--- src/sv/hnrg_pkg.sv ---
`default_nettype none
package hnrg_pkg;

    localparam logic [2:0] FN_ISSUE   = 3'd0;
    localparam logic [2:0] FN_READ    = 3'd1;
    localparam logic [2:0] FN_CONSUME = 3'd2;
    localparam logic [2:0] FN_DISCARD = 3'd3;
    localparam logic [2:0] FN_ASK     = 3'd4;

    localparam logic [2:0] ST_OK      = 3'd0;
    localparam logic [2:0] ST_INVALID = 3'd1;
    localparam logic [2:0] ST_FULL    = 3'd2;
    localparam logic [2:0] ST_NOMATCH = 3'd3;
    localparam logic [2:0] ST_COLL    = 3'd4;

    localparam logic [4:0] CFG_RESET  = 5'd16;

    typedef struct packed {
        logic start;   // latch request, clear scan accumulators
        logic step;    // advance slot scan
        logic commit;  // apply decision, load result register
    } t_cmd;

    typedef struct packed {
        logic scan_done;
    } t_stat;

endpackage
`default_nettype wire

--- src/sv/hnrg_ctrl.sv ---
`default_nettype none
module hnrg_ctrl (
    input  wire                i_clk,
    input  wire                i_rst_n,
    input  wire                i_valid,
    output logic               o_ready,
    output logic               o_valid,
    input  wire                i_ready,
    input  hnrg_pkg::t_stat    i_stat,
    output hnrg_pkg::t_cmd     o_cmd
);
    localparam logic [1:0] S_IDLE   = 2'd0;
    localparam logic [1:0] S_SCAN   = 2'd1;
    localparam logic [1:0] S_DECIDE = 2'd2;

    logic [1:0] r_state, n_state;
    logic       r_ovalid, n_ovalid;

    always_comb begin
        n_state      = r_state;
        n_ovalid     = r_ovalid;
        o_cmd        = '0;
        o_ready      = (r_state == S_IDLE);
        if (r_ovalid && i_ready) n_ovalid = 1'b0;
        case (r_state)
            S_IDLE: begin
                if (i_valid) begin
                    o_cmd.start = 1'b1;
                    n_state     = S_SCAN;
                end
            end
            S_SCAN: begin
                o_cmd.step = 1'b1;
                if (i_stat.scan_done) n_state = S_DECIDE;
            end
            S_DECIDE: begin
                if (!r_ovalid || i_ready) begin
                    o_cmd.commit = 1'b1;
                    n_ovalid     = 1'b1;
                    n_state      = S_IDLE;
                end
            end
            default: n_state = S_IDLE;
        endcase
    end

    always_ff @(posedge i_clk) begin
        if (!i_rst_n) begin
            r_state  <= S_IDLE;
            r_ovalid <= 1'b0;
        end else begin
            r_state  <= n_state;
            r_ovalid <= n_ovalid;
        end
    end

    assign o_valid = r_ovalid;

    // result register never overwritten while still pending
    a_no_overrun: assert property (@(posedge i_clk) disable iff (!i_rst_n)
        (o_valid && !i_ready) |=> o_valid)
        else $error("pending result dropped");
    a_one_cmd: assert property (@(posedge i_clk) disable iff (!i_rst_n)
        $onehot0({o_cmd.start, o_cmd.step, o_cmd.commit}))
        else $error("overlapping commands");
    a_accept_idle: assert property (@(posedge i_clk) disable iff (!i_rst_n)
        (i_valid && o_ready) |=> !o_ready)
        else $error("second transaction accepted during scan");
endmodule
`default_nettype wire

--- src/sv/hnrg_dp.sv ---
`default_nettype none
module hnrg_dp #(
    parameter int CAPACITY      = 16,
    parameter int NONCE_OCTETS  = 16,
    parameter int PEER_TAG_BITS = 32
) (
    input  wire                i_clk,
    input  wire                i_rst_n,
    input  wire                i_cfg_we,
    input  wire  [4:0]         i_cfg_data,
    input  wire  [2:0]         i_func,
    input  wire  [31:0]        i_peer_tag,
    input  wire  [63:0]        i_nonce_hi,
    input  wire  [63:0]        i_nonce_lo,
    input  wire  [62:0]        i_now_time,
    input  wire  [31:0]        i_ttl_seconds,
    input  hnrg_pkg::t_cmd     i_cmd,
    output hnrg_pkg::t_stat    o_stat,
    output logic [2:0]         o_status,
    output logic [63:0]        o_out_nonce_hi,
    output logic [63:0]        o_out_nonce_lo,
    output logic [4:0]         o_outstanding_count,
    output logic [4:0]         o_consumed_count
);
    localparam int IW = (CAPACITY > 1) ? $clog2(CAPACITY) : 1;
    localparam int CW = $clog2(CAPACITY + 1);
    localparam int PW = (PEER_TAG_BITS < 32) ? PEER_TAG_BITS : 32;
    localparam int HI_BITS = (NONCE_OCTETS > 8) ? (NONCE_OCTETS - 8) * 8 : 0;
    localparam int LO_BITS = ((NONCE_OCTETS > 8) ? 8 : NONCE_OCTETS) * 8;
    localparam logic [63:0] HI_MASK = (HI_BITS == 0) ? 64'd0 :
        ((HI_BITS >= 64) ? {64{1'b1}} : ((64'd1 << HI_BITS) - 64'd1));
    localparam logic [63:0] LO_MASK = (LO_BITS >= 64) ? {64{1'b1}} :
        ((64'd1 << LO_BITS) - 64'd1);
    localparam logic [CW-1:0] CAP_C = CW'(CAPACITY);

    // request latch
    logic [2:0]    r_func;
    logic [PW-1:0] r_peer;
    logic          r_peer_nz;
    logic [63:0]   r_hi, r_lo;
    logic [62:0]   r_now;
    logic [31:0]   r_ttl;
    logic [4:0]    r_max_entries;

    // slot store
    logic [CAPACITY-1:0] r_valid, r_cons;
    logic [PW-1:0] mem_peer [CAPACITY];
    logic [63:0]   mem_hi   [CAPACITY];
    logic [63:0]   mem_lo   [CAPACITY];
    logic [62:0]   mem_exp  [CAPACITY];

    // scan pipeline
    logic [CW-1:0] r_cnt;
    logic          r_rd_vld;
    logic [IW-1:0] r_rd_idx;
    logic [PW-1:0] r_rd_peer;
    logic [63:0]   r_rd_hi, r_rd_lo;
    logic [62:0]   r_rd_exp;

    // scan accumulators
    logic          r_s_found, r_s_neq, r_d_found, r_coll, r_f_found;
    logic [IW-1:0] r_s_idx, r_d_idx, r_f_idx;
    logic [63:0]   r_s_hi, r_s_lo;
    logic [CW-1:0] r_oc, r_cc;

    // result register
    logic [2:0]    r_status;
    logic [63:0]   r_ohi, r_olo;
    logic [CW-1:0] r_ooc, r_occ;

    logic w_arg_ok, w_prune, w_v, w_c, w_exp, w_live, w_peq, w_neq;
    logic [63:0] w_sum;

    assign w_arg_ok = (r_func <= hnrg_pkg::FN_ASK) && r_peer_nz &&
                      ((r_func == hnrg_pkg::FN_DISCARD) || (r_now != 63'd0));
    assign w_prune  = w_arg_ok && (r_func != hnrg_pkg::FN_DISCARD);
    assign w_v      = r_valid[r_rd_idx];
    assign w_c      = r_cons[r_rd_idx];
    assign w_exp    = w_prune && w_v && (r_now > r_rd_exp);
    assign w_live   = w_v && !w_exp;
    assign w_peq    = (r_rd_peer == r_peer);
    assign w_neq    = (r_rd_hi == r_hi) && (r_rd_lo == r_lo);
    assign w_sum    = {1'b0, r_now} + {32'd0, r_ttl};

    assign o_stat.scan_done = (r_cnt == CAP_C) && !r_rd_vld;

    // decision
    logic [31:0]   w_lim, w_total;
    logic [2:0]    w_st;
    logic          w_wr, w_clr_s, w_clr_d, w_cons_s;
    logic [IW-1:0] w_wslot;
    logic [CW-1:0] w_oc, w_cc;

    always_comb begin
        w_lim = (r_max_entries == 5'd0) ? 32'd1 : 32'(r_max_entries);
        if (w_lim > 32'(CAPACITY)) w_lim = 32'(CAPACITY);
        w_total  = 32'(r_oc) + 32'(r_cc);
        w_st     = hnrg_pkg::ST_INVALID;
        w_wr     = 1'b0;
        w_clr_s  = 1'b0;
        w_clr_d  = 1'b0;
        w_cons_s = 1'b0;
        w_wslot  = r_s_found ? r_s_idx : r_f_idx;
        w_oc     = r_oc;
        w_cc     = r_cc;
        if (w_arg_ok) begin
            case (r_func)
                hnrg_pkg::FN_ISSUE: begin
                    if (r_ttl == 32'd0 || w_sum[63]) begin
                        w_st = hnrg_pkg::ST_INVALID;
                    end else if (!r_s_found && w_total >= w_lim) begin
                        w_st = hnrg_pkg::ST_FULL;
                    end else if (r_coll || r_d_found) begin
                        w_st = hnrg_pkg::ST_COLL;
                    end else if (!r_s_found && !r_f_found) begin
                        w_st = hnrg_pkg::ST_FULL;
                    end else begin
                        w_st = hnrg_pkg::ST_OK;
                        w_wr = 1'b1;
                        if (!r_s_found) w_oc = r_oc + CW'(1);
                    end
                end
                hnrg_pkg::FN_READ: begin
                    w_st = r_s_found ? hnrg_pkg::ST_OK : hnrg_pkg::ST_NOMATCH;
                end
                hnrg_pkg::FN_CONSUME, hnrg_pkg::FN_DISCARD: begin
                    if (!r_s_found || !r_s_neq) begin
                        w_st = hnrg_pkg::ST_NOMATCH;
                    end else if (r_func == hnrg_pkg::FN_DISCARD) begin
                        w_st    = hnrg_pkg::ST_OK;
                        w_clr_s = 1'b1;
                        w_oc    = r_oc - CW'(1);
                    end else if (w_total > w_lim) begin
                        w_st = hnrg_pkg::ST_FULL;
                    end else begin
                        w_st     = hnrg_pkg::ST_OK;
                        w_cons_s = 1'b1;
                        w_clr_d  = r_d_found;
                        w_oc     = r_oc - CW'(1);
                        w_cc     = r_d_found ? r_cc : r_cc + CW'(1);
                    end
                end
                hnrg_pkg::FN_ASK: begin
                    w_st = r_d_found ? hnrg_pkg::ST_OK : hnrg_pkg::ST_NOMATCH;
                end
                default: w_st = hnrg_pkg::ST_INVALID;
            endcase
        end
    end

    // control registers
    always_ff @(posedge i_clk) begin
        if (!i_rst_n) begin
            r_valid       <= '0;
            r_cons        <= '0;
            r_cnt         <= CAP_C;
            r_rd_vld      <= 1'b0;
            r_max_entries <= hnrg_pkg::CFG_RESET;
        end else begin
            if (i_cfg_we) r_max_entries <= i_cfg_data;
            if (i_cmd.start) begin
                r_cnt    <= '0;
                r_rd_vld <= 1'b0;
            end else if (i_cmd.step && r_cnt != CAP_C) begin
                r_cnt    <= r_cnt + CW'(1);
                r_rd_vld <= 1'b1;
            end else begin
                r_rd_vld <= 1'b0;
            end
            if (r_rd_vld && w_exp) r_valid[r_rd_idx] <= 1'b0;
            if (i_cmd.commit) begin
                if (w_wr) begin
                    r_valid[w_wslot] <= 1'b1;
                    r_cons[w_wslot]  <= 1'b0;
                end
                if (w_clr_s) r_valid[r_s_idx] <= 1'b0;
                if (w_cons_s) r_cons[r_s_idx] <= 1'b1;
                if (w_clr_d) r_valid[r_d_idx] <= 1'b0;
            end
        end
    end

    // slot store read and write
    always_ff @(posedge i_clk) begin
        if (i_cmd.step && r_cnt != CAP_C) begin
            r_rd_idx  <= r_cnt[IW-1:0];
            r_rd_peer <= mem_peer[r_cnt[IW-1:0]];
            r_rd_hi   <= mem_hi[r_cnt[IW-1:0]];
            r_rd_lo   <= mem_lo[r_cnt[IW-1:0]];
            r_rd_exp  <= mem_exp[r_cnt[IW-1:0]];
        end
        if (i_cmd.commit && w_wr) begin
            mem_peer[w_wslot] <= r_peer;
            mem_hi[w_wslot]   <= r_hi;
            mem_lo[w_wslot]   <= r_lo;
            mem_exp[w_wslot]  <= w_sum[62:0];
        end
    end

    // request latch, accumulators, result
    always_ff @(posedge i_clk) begin
        if (i_cmd.start) begin
            r_func    <= i_func;
            r_peer    <= i_peer_tag[PW-1:0];
            r_peer_nz <= (i_peer_tag[PW-1:0] != '0);
            r_hi      <= i_nonce_hi & HI_MASK;
            r_lo      <= i_nonce_lo & LO_MASK;
            r_now     <= i_now_time;
            r_ttl     <= i_ttl_seconds;
            r_s_found <= 1'b0;
            r_d_found <= 1'b0;
            r_coll    <= 1'b0;
            r_f_found <= 1'b0;
            r_oc      <= '0;
            r_cc      <= '0;
        end else if (r_rd_vld) begin
            if (w_live && !w_c && w_peq && !r_s_found) begin
                r_s_found <= 1'b1;
                r_s_idx   <= r_rd_idx;
                r_s_neq   <= w_neq;
                r_s_hi    <= r_rd_hi;
                r_s_lo    <= r_rd_lo;
            end
            if (w_live && w_c && w_peq && w_neq && !r_d_found) begin
                r_d_found <= 1'b1;
                r_d_idx   <= r_rd_idx;
            end
            if (w_live && !w_c && w_neq) r_coll <= 1'b1;
            if (!w_live && !r_f_found) begin
                r_f_found <= 1'b1;
                r_f_idx   <= r_rd_idx;
            end
            if (w_live && !w_c) r_oc <= r_oc + CW'(1);
            if (w_live && w_c) r_cc <= r_cc + CW'(1);
        end
        if (i_cmd.commit) begin
            r_status <= w_st;
            r_ohi    <= (w_arg_ok && r_func == hnrg_pkg::FN_READ && r_s_found) ? r_s_hi : 64'd0;
            r_olo    <= (w_arg_ok && r_func == hnrg_pkg::FN_READ && r_s_found) ? r_s_lo : 64'd0;
            r_ooc    <= w_oc;
            r_occ    <= w_cc;
        end
    end

    logic [31:0] w_ooc32, w_occ32;
    assign w_ooc32 = 32'(r_ooc);
    assign w_occ32 = 32'(r_occ);

    assign o_status            = r_status;
    assign o_out_nonce_hi      = r_ohi;
    assign o_out_nonce_lo      = r_olo;
    assign o_outstanding_count = (w_ooc32 > 32'd31) ? 5'd31 : w_ooc32[4:0];
    assign o_consumed_count    = (w_occ32 > 32'd31) ? 5'd31 : w_occ32[4:0];

    a_cnt_range: assert property (@(posedge i_clk) disable iff (!i_rst_n)
        r_cnt <= CAP_C)
        else $error("scan counter past capacity");
    a_start_clr: assert property (@(posedge i_clk) disable iff (!i_rst_n)
        i_cmd.start |=> (r_cnt == '0 && !r_rd_vld))
        else $error("scan not restarted");
    a_commit_done: assert property (@(posedge i_clk) disable iff (!i_rst_n)
        i_cmd.commit |-> o_stat.scan_done)
        else $error("commit before scan finished");
endmodule
`default_nettype wire

--- src/sv/handshake_nonce_replay_guard.sv ---
`default_nettype none
// Channel   | Handshake            | Payload
// ----------+----------------------+---------------------------------------------
// request   | i_valid / o_ready    | i_func i_peer_tag i_nonce_hi/lo i_now_time
//           |                      | i_ttl_seconds
// result    | o_valid / i_ready    | o_status o_out_nonce_hi/lo o_outstanding_count
//           |                      | o_consumed_count
// config    | i_cfg_we             | i_cfg_data (max_entries)
//
// A transaction latches the request, walks the slot store through its single
// registered read port while pruning and matching (the walk ends once the last
// read has landed and the done flag is set), then decides and writes.
// The next request is taken the cycle after the decision is loaded; a pending
// result holds in its register while the next scan runs, and a new decision
// waits for it to be taken. Synchronous active-low reset empties the store
// (valid and consumed bits only) and sets max_entries to 16.
module handshake_nonce_replay_guard #(
    parameter int CAPACITY      = 16,
    parameter int NONCE_OCTETS  = 16,
    parameter int PEER_TAG_BITS = 32
) (
    input  wire          i_clk,
    input  wire          i_rst_n,
    input  wire          i_cfg_we,
    input  wire  [4:0]   i_cfg_data,
    input  wire          i_valid,
    output logic         o_ready,
    input  wire  [2:0]   i_func,
    input  wire  [31:0]  i_peer_tag,
    input  wire  [63:0]  i_nonce_hi,
    input  wire  [63:0]  i_nonce_lo,
    input  wire  [62:0]  i_now_time,
    input  wire  [31:0]  i_ttl_seconds,
    output logic         o_valid,
    input  wire          i_ready,
    output logic [2:0]   o_status,
    output logic [63:0]  o_out_nonce_hi,
    output logic [63:0]  o_out_nonce_lo,
    output logic [4:0]   o_outstanding_count,
    output logic [4:0]   o_consumed_count
);
    hnrg_pkg::t_cmd  w_cmd;
    hnrg_pkg::t_stat w_stat;

    // sequencer: idle -> scan -> decide
    hnrg_ctrl u_ctrl (
        .i_clk   (i_clk),
        .i_rst_n (i_rst_n),
        .i_valid (i_valid),
        .o_ready (o_ready),
        .o_valid (o_valid),
        .i_ready (i_ready),
        .i_stat  (w_stat),
        .o_cmd   (w_cmd)
    );

    // slot store, scan accumulators, decision and result register
    hnrg_dp #(
        .CAPACITY      (CAPACITY),
        .NONCE_OCTETS  (NONCE_OCTETS),
        .PEER_TAG_BITS (PEER_TAG_BITS)
    ) u_dp (
        .i_clk               (i_clk),
        .i_rst_n             (i_rst_n),
        .i_cfg_we            (i_cfg_we),
        .i_cfg_data          (i_cfg_data),
        .i_func              (i_func),
        .i_peer_tag          (i_peer_tag),
        .i_nonce_hi          (i_nonce_hi),
        .i_nonce_lo          (i_nonce_lo),
        .i_now_time          (i_now_time),
        .i_ttl_seconds       (i_ttl_seconds),
        .i_cmd               (w_cmd),
        .o_stat              (w_stat),
        .o_status            (o_status),
        .o_out_nonce_hi      (o_out_nonce_hi),
        .o_out_nonce_lo      (o_out_nonce_lo),
        .o_outstanding_count (o_outstanding_count),
        .o_consumed_count    (o_consumed_count)
    );
endmodule
`default_nettype wire
--- config.mk ---
export PLATFORM = sky130hd
export DESIGN_NAME = handshake_nonce_replay_guard
export DESIGN_NICKNAME = d
export VERILOG_FILES = /design/src/sv/hnrg_pkg.sv /design/src/sv/hnrg_ctrl.sv /design/src/sv/hnrg_dp.sv /design/src/sv/handshake_nonce_replay_guard.sv
export SDC_FILE = /design/constraint.sdc
export NUM_CORES = 2
export LEC_CHECK = 0
export BUFFER_PORTS_ARGS = -buffer_cell sky130_fd_sc_hd__buf_2
export CAP_MARGIN = 10
export CORE_ASPECT_RATIO = 0.8
export CORE_MARGIN = 2
export CORE_UTILIZATION = 60
export CTS_CLUSTER_DIAMETER = 200
export DETAILED_ROUTE_END_ITERATION = 10
export PLACE_DENSITY = 0.81
export SYNTH_ARGS = -nofsm -noshare
export SYNTH_HDL_FRONTEND = slang
export SYNTH_HIERARCHICAL = 1
export SYNTH_SLANG_ARGS = --single-unit
--- constraint.sdc ---
create_clock -name i_clk -period 19.8 [get_ports i_clk]
set_input_delay 1.98 -clock i_clk [delete_from_list [all_inputs] [get_ports i_clk]]
set_output_delay 1.98 -clock i_clk [all_outputs]
set_load 0.05 [all_outputs]
Yosys cells after proc, flatten, opt, wreduce, memory -nomap -nowiden
Memory sizes are Yosys's and may differ from the RTL's. A register that Yosys moved wholly into a read port is not among the register bits.
Cells that the tools add are included.
{ "totals": {"rom_bits": 0, "mem_bits_rw": 3568, "mem_count": 4, "latchBits": 0, "output_inout_bits": 143, "input_bits": 268, "reg_bits": 605, "elab_cells": 241} }
{ "mem_list": {"columns": ["name", "depth", "word_bits", "rd", "rd_clocked_by_memory_dff", "wr", "line_no", "source"], "rows": [
  ["u_dp.mem_hi", 16, 64, 1, 1, 1, "hnrg_dp.sv:48", "logic [63:0] mem_hi [CAPACITY];"],
  ["u_dp.mem_lo", 16, 64, 1, 1, 1, "hnrg_dp.sv:49", "logic [63:0] mem_lo [CAPACITY];"],
  ["u_dp.mem_exp", 16, 63, 1, 1, 1, "hnrg_dp.sv:50", "logic [62:0] mem_exp [CAPACITY];"],
  ["u_dp.mem_peer", 16, 32, 1, 1, 1, "hnrg_dp.sv:47", "logic [PW-1:0] mem_peer [CAPACITY];"]
]} }
{ "classes": {"bitwise": 12, "shift": 0, "n_reduce_logical": 62, "div_mod_pow": 0, "n_eq_ne": 15, "mux": 94, "multipliers": 0, "n_lt_le_gt_ge": 15, "addsub": 6} }
{ "ops": {"columns": ["operator", "count"], "rows": [
  ["$mux 16", 14],
  ["$eq 64x64->1", 2],
  ["$mux 5", 20],
  ["$add 63x32->64", 1],
  ["$and 16x16->16", 4],
  ["$not 16->16", 4],
  ["$gt 63x63->1", 1],
  ["$reduce_bool 63->1", 1],
  ["$mux 1", 37],
  ["$eq 32x32->1", 1],
  ["$ge 32x32->1", 1],
  ["$gt 32x32->1", 1],
  ["$gt 32x5->1 const B", 1],
  ["$logic_not 32->1", 1],
  ["$mux 32", 1],
  ["$or 16x16->16", 2],
  ["$reduce_bool 32->1", 1],
  ["$logic_and 1x1->1", 29],
  ["$lt 4x5->1 const B", 4],
  ["$demux 1 s4", 4],
  ["$ge 4x1->1 const B", 4],
  ["$add 5x1->5 const B", 3],
  ["$mux 3", 5],
  ["$mux 2", 7],
  ["other kinds (29)", 55]
]} }

Logic depth before layout (Yosys ltp)
{ "depth": {"word_depth": 20, "depth_mapped": 15, "mapped_depth_nobuf": 15} }

Cells and area by module
The synthesis kept the hierarchy.
{ "by_module_without_submodules": {"columns": ["module", "cells_per_inst", "area_each_um2", "n_inst"], "rows": [
  ["hnrg_dp", 7211, 167473.1, 1],
  ["hnrg_ctrl", 17, 152.6, 1]
]} }

Worst setup path before layout
OpenSTA, ideal clock, no wires.
{ "synth_timing": {"kind": "input to register", "start": "input port i_valid", "end": "register u_dp.r_s_hi[0] (enable)", "arrival_time_ps": 15244, "slack_ps": 3768, "setup_time_ps": 788, "path_stages": 5, "t_required_ps": 19012, "cell_sequence": "and2_1 -> clkbuf_1 -> nor4_1 -> nand3_1 -> nor3_1"} }
{ "synth_between": {"elab_chain_cells": 4} }
{ "synth_rtl": {"columns": ["element", "line_no", "source"], "rows": [
  ["start, declared", "handshake_nonce_replay_guard.sv:26", "input wire i_valid,"],
  ["$mux 1", "hnrg_ctrl.sv:27", "if (i_valid) begin"],
  ["$mux 1", "hnrg_ctrl.sv:25", "case (r_state)"],
  ["$not 1->1 (no source line)", null, null],
  ["$reduce_and 3->1 (no source line)", null, null],
  ["end signal, assigned", "hnrg_dp.sv:221", "r_s_hi <= r_rd_hi;"],
  ["end, declared", "hnrg_dp.sv:63", "logic [63:0] r_s_hi, r_s_lo;"]
]} }
Every way passes these cells.
A chain may end at the register's enable or synchronous reset.

Worst setup path in the final report
{ "layout_timing": {"start": "register u_dp.r_oc[0]", "end": "memory u_dp.mem_lo[8][26] (enable)"} }
{ "layout_between": {"elab_chain_cells": 10} }
{ "layout_rtl": {"columns": ["element", "line_no", "source"], "rows": [
  ["start, declared", "hnrg_dp.sv:64", "logic [CW-1:0] r_oc, r_cc;"],
  ["start signal, assigned", "hnrg_dp.sv:233", "if (w_live && !w_c) r_oc <= r_oc + CW'(1);"],
  ["$add 5x5->6", "hnrg_dp.sv:97", "w_total = 32'(r_oc) + 32'(r_cc);"],
  ["$ge 32x32->1", "hnrg_dp.sv:111", "end else if (!r_s_found && w_total >= w_lim) begin"],
  ["$logic_and 1x1->1", "hnrg_dp.sv:111", null],
  ["$mux 1", "hnrg_dp.sv:111", null],
  ["$mux 1", "hnrg_dp.sv:109", "if (r_ttl == 32'd0 || w_sum[63]) begin"],
  ["$mux 1", "hnrg_dp.sv:107", "case (r_func)"],
  ["$mux 1", "hnrg_dp.sv:106", "if (w_arg_ok) begin"],
  ["$logic_and 1x1->1", "hnrg_dp.sv:192", "if (i_cmd.commit && w_wr) begin"],
  ["$mux 1", "hnrg_dp.sv:192", null],
  ["$mux 1 (not written as such)", "hnrg_dp.sv:195", "mem_lo[w_wslot] <= r_lo;"],
  ["end, declared", "hnrg_dp.sv:49", null]
]} }
Every way passes these cells.

==> results.json <==
{
  "hold_path.startpoint": "u_dp/r_valid[14]$_SDFF_PN0_",
  "end_kind": "register",
  "hpwl_mm": 245,
  "min_period_ns": 7.79,
  "critPathKind": "register to register",
  "post-route-period-util_pct": 39.3,
  "r2r_start": "u_dp/r_oc[0]$_SDFFE_PP0P_",
  "fin_nets": 8260,
  "gp_congestion": 0.963,
  "holdPathStages": 2,
  "p_leak_uw": 0.0585,
  "fin_skew_ns": 0.114,
  "cts-root-buf": "clkbuf_16",
  "std_cell_rows": 173,
  "synth_cell_types": 89,
  "initial_utilization_pct": 60.3,
  "cts_resized": 0,
  "drtIter0Drc": 16900,
  "max_cap_violations": 1,
  "r2r_slack_ns": 12.01,
  "clk_transition_reported_paths_ns": 0.07,
  "rsz0062_at_grt": "no",
  "routed_wl_mm": 501,
  "fmax_ghz": 0.128,
  "vias_per_cell": 7.31,
  "post-cts-setup-buffers": 0,
  "relSlewSlack_pct": 0.855,
  "cts_tree": "yes",
  "ant_nets": 0,
  "status": "finished with violations",
  "first_global_vias": 85400,
  "io_pins": 411,
  "setup-tns-final_ns": 0,
  "violations": "max-capacitance violations",
  "path_max_fanout": 47,
  "die_area_um2": 284000,
  "track_usage_pct": 35.4,
  "finalSetupViolCount": 0,
  "hold_end": "u_dp/r_valid[14]$_SDFF_PN0_",
  "synth-warning-count": 6,
  "slew_violations": 0,
  "portBuffers": 410,
  "hold_buffers": 0,
  "layout-drive-gt1-share_pct": 28.5,
  "ir_worst_vdd_mv": 0.105,
  "yosysSeqAreaShare_pct": 78.4,
  "clockBufferDepth": 4,
  "routedWlPerCell_um": 42.2,
  "fin_hold_ws_ns": 0.472,
  "overflow": 0,
  "area_delta_synth_final_pct": 12.0,
  "synthFlopType": "edfxtp_1",
  "core_um2": 278000,
  "syn_avg_cell_area_um2": 23.2,
  "placed_area_um2": 175000,
  "r2r-end": "u_dp/mem_lo[8][26]$_DFFE_PP_",
  "cts.sink_count": 4396,
  "synth_edf_count": 4336,
  "final_core_util_pct": 67.6,
  "crit_required_ns": 20.36,
  "synth-seq-cells": 4396,
  "route.detailed.drc": 0,
  "critPathLaunchType": "register",
  "grt_max_degree": 147,
  "syn_nets": 7608,
  "cts_htree_levels": 5,
  "die_h_um": 477,
  "numCtsBuffers": 401,
  "grt_antenna_before_repair": 36,
  "grt_pass1_wl_mm": 695,
  "synthesis.area_um2": 168000,
  "insertion_delay_ns": 0.98,
  "worstPathArrival_ns": 8.35,
  "postSynth.asyncResetShare_pct": 0,
  "finalHoldViolations": 0,
  "min_path_type": "register to register",
  "firstDrtPassIters": 7,
  "via_count": 86900,
  "design_area_um2": 188000,
  "synthCells": 7228,
  "r2r_cells": 17,
  "tightest_slew_ns": 1.48,
  "die_x_um": 595,
  "p_per_area_nw_per_um2": 103
}
==> critical path, stage by stage (launching register included) <==
cell and delay (ns):
dfxtp_1 0.38, ha_1 0.27, fa_1 0.42, a21o_1 0.19, a21oi_1 0.19, xnor2_1 0.15
ha_1 0.29, and3_1 0.22, o21ai_0 0.10, nand3_1 0.17, nor3_1 0.33, o211ai_1 0.31
nor4_4 0.41, and2_4 0.64, buf_4 0.84, buf_4 0.65, buf_4 0.80, buf_4 0.77
==> state kept, by name (all words and copies together), names as in the netlist, 512 cells and up <==
register,flops
u_dp/mem_exp,1008
u_dp/mem_peer,512
u_dp/mem_hi,1024
u_dp/mem_lo,1024
==> through the flow <==
stage	cells	worst slack [ns]	total power [µW]
final	11900	12.01	19300
after global routing	11900	11.95	19600
after detailed placement	11100	12.21	11400
after CTS	11900	12.19	19200
after global placement	11100	12.35	11300
after floorplan	7228	3.77	11000
==> cell families (layout without fill, tap and decap cells) <==
kind of cell,count (synthesis),in the layout,synth area share [%]
flops,4396,4396,78.4
fa+ha+maj,112,112,0.845
xor+xnor,234,234,1.22
mux,1136,1136,15.2
other cells,0,10,0
buf+inv,434,1409,1.00
simple gates,607,607,2.06
compound gates,309,309,1.30
==> cell usage after synthesis (8+ instances only) <==
master / n / area, µm²
mux4_2: 1121 / 25200
xor2_1: 144 / 1260
a31oi_1: 11 / 68.8
clkbuf_1: 205 / 769
nor2b_1: 16 / 100
nand2_1: 94 / 353
xnor2_1: 90 / 788
and2_1: 141 / 882
o21a_1: 10 / 75.1
nor3_1: 24 / 120
o21ai_0: 41 / 205
a21o_1: 25 / 188
o211ai_1: 12 / 90.1
inv_1: 124 / 465
o211a_1: 11 / 110
or3_1: 12 / 75.1
nand4_1: 51 / 319
nor3_2: 11 / 110
o31ai_1: 21 / 158
dfxtp_1: 60 / 1200
o221ai_1: 12 / 105
ha_1: 110 / 1380
mux2i_1: 10 / 100
nand3b_1: 9 / 67.6
a21oi_1: 88 / 440
buf_2: 21 / 105
nor2_1: 75 / 282
nand2b_1: 12 / 75.1
and3_1: 17 / 106
a211oi_1: 8 / 60.1
nor4_1: 73 / 457
buf_1: 78 / 293
edfxtp_1: 4336 / 130000
nand3_1: 39 / 195
==> per-layer routing <==
metal  part of all wire (%)  global-route usage, %  vias up
li1                       -                      -    31800
met1                     32                   48.2    44700
met2                     48                   55.8     9123
met3                     14                   8.09     1294
met4                    5.5                   15.7       24
met5                  0.030                      0        -
==> final cells by class <==
class | instances | area, µm²
Timing Repair Buffer | 558 | 3430
Tap cell | 3675 | 4600
Multi-Input combinational cell | 2398 | 34700
Antenna cell | 10 | 25.0
Clock inverter | 229 | 2410
Sequential cell | 4396 | 131000
Clock buffer | 497 | 10600
Fill cell | 15600 | 90100
Inverter | 125 | 544
==> cells in the final DEF (no fill, tap or decap), types with 12 or more instances in the layout <==
cell type and count:
buf_12 20, xnor2_1 80, o211ai_1 12, and2_1 133, nor3_2 12, inv_1 114
xor2_1 137, a21oi_1 88, nand3_1 39, a21o_1 25, o31ai_1 21, buf_2 411
edfxtp_1 4336, nand2b_1 12, or3_1 12, nor4_1 68, nor2b_1 15, nand4_1 51
nor2_1 75, clkinv_2 67, dfxtp_1 56, clkbuf_1 83, o221ai_1 12, buf_4 122
clkinv_1 76, clkbuf_16 410, ha_1 110, and3_1 17, nor3_1 23, bufinv_16 46
o21ai_0 41, nand2_1 94, mux4_2 1121, clkinvlp_4 18
==> power breakdown <==
group / total [µW] / switching [µW] / internal, µW
sequential: 10600 / 164 / 10400
combinational: 661 / 467 / 195
clock: 8030 / 3610 / 4420
total: 19300 / 4240 / 15000
==> how the worst max path moves through the flow <==
stage | cells after the start | endpoint | startpoint | slack (ns)
final | 17 | u_dp/mem_lo[8][26]$_DFFE_PP_ | u_dp/r_oc[0]$_SDFFE_PP0P_ | 12.01
after global placement | 17 | u_dp/mem_lo[8][26]$_DFFE_PP_ | u_dp/r_oc[0]$_SDFFE_PP0P_ | 12.35
after detailed placement | 17 | u_dp/mem_lo[8][41]$_DFFE_PP_ | u_dp/r_oc[0]$_SDFFE_PP0P_ | 12.21
after floorplan | 5 | u_dp/r_s_hi[0]$_DFFE_PP_ | i_valid | 3.77
after global routing | 17 | u_dp/mem_hi[8][24]$_DFFE_PP_ | u_dp/r_oc[0]$_SDFFE_PP0P_ | 11.95
after CTS | 17 | u_dp/mem_hi[8][14]$_DFFE_PP_ | u_dp/r_oc[0]$_SDFFE_PP0P_ | 12.19
Power figures use the tool's default switching activity.
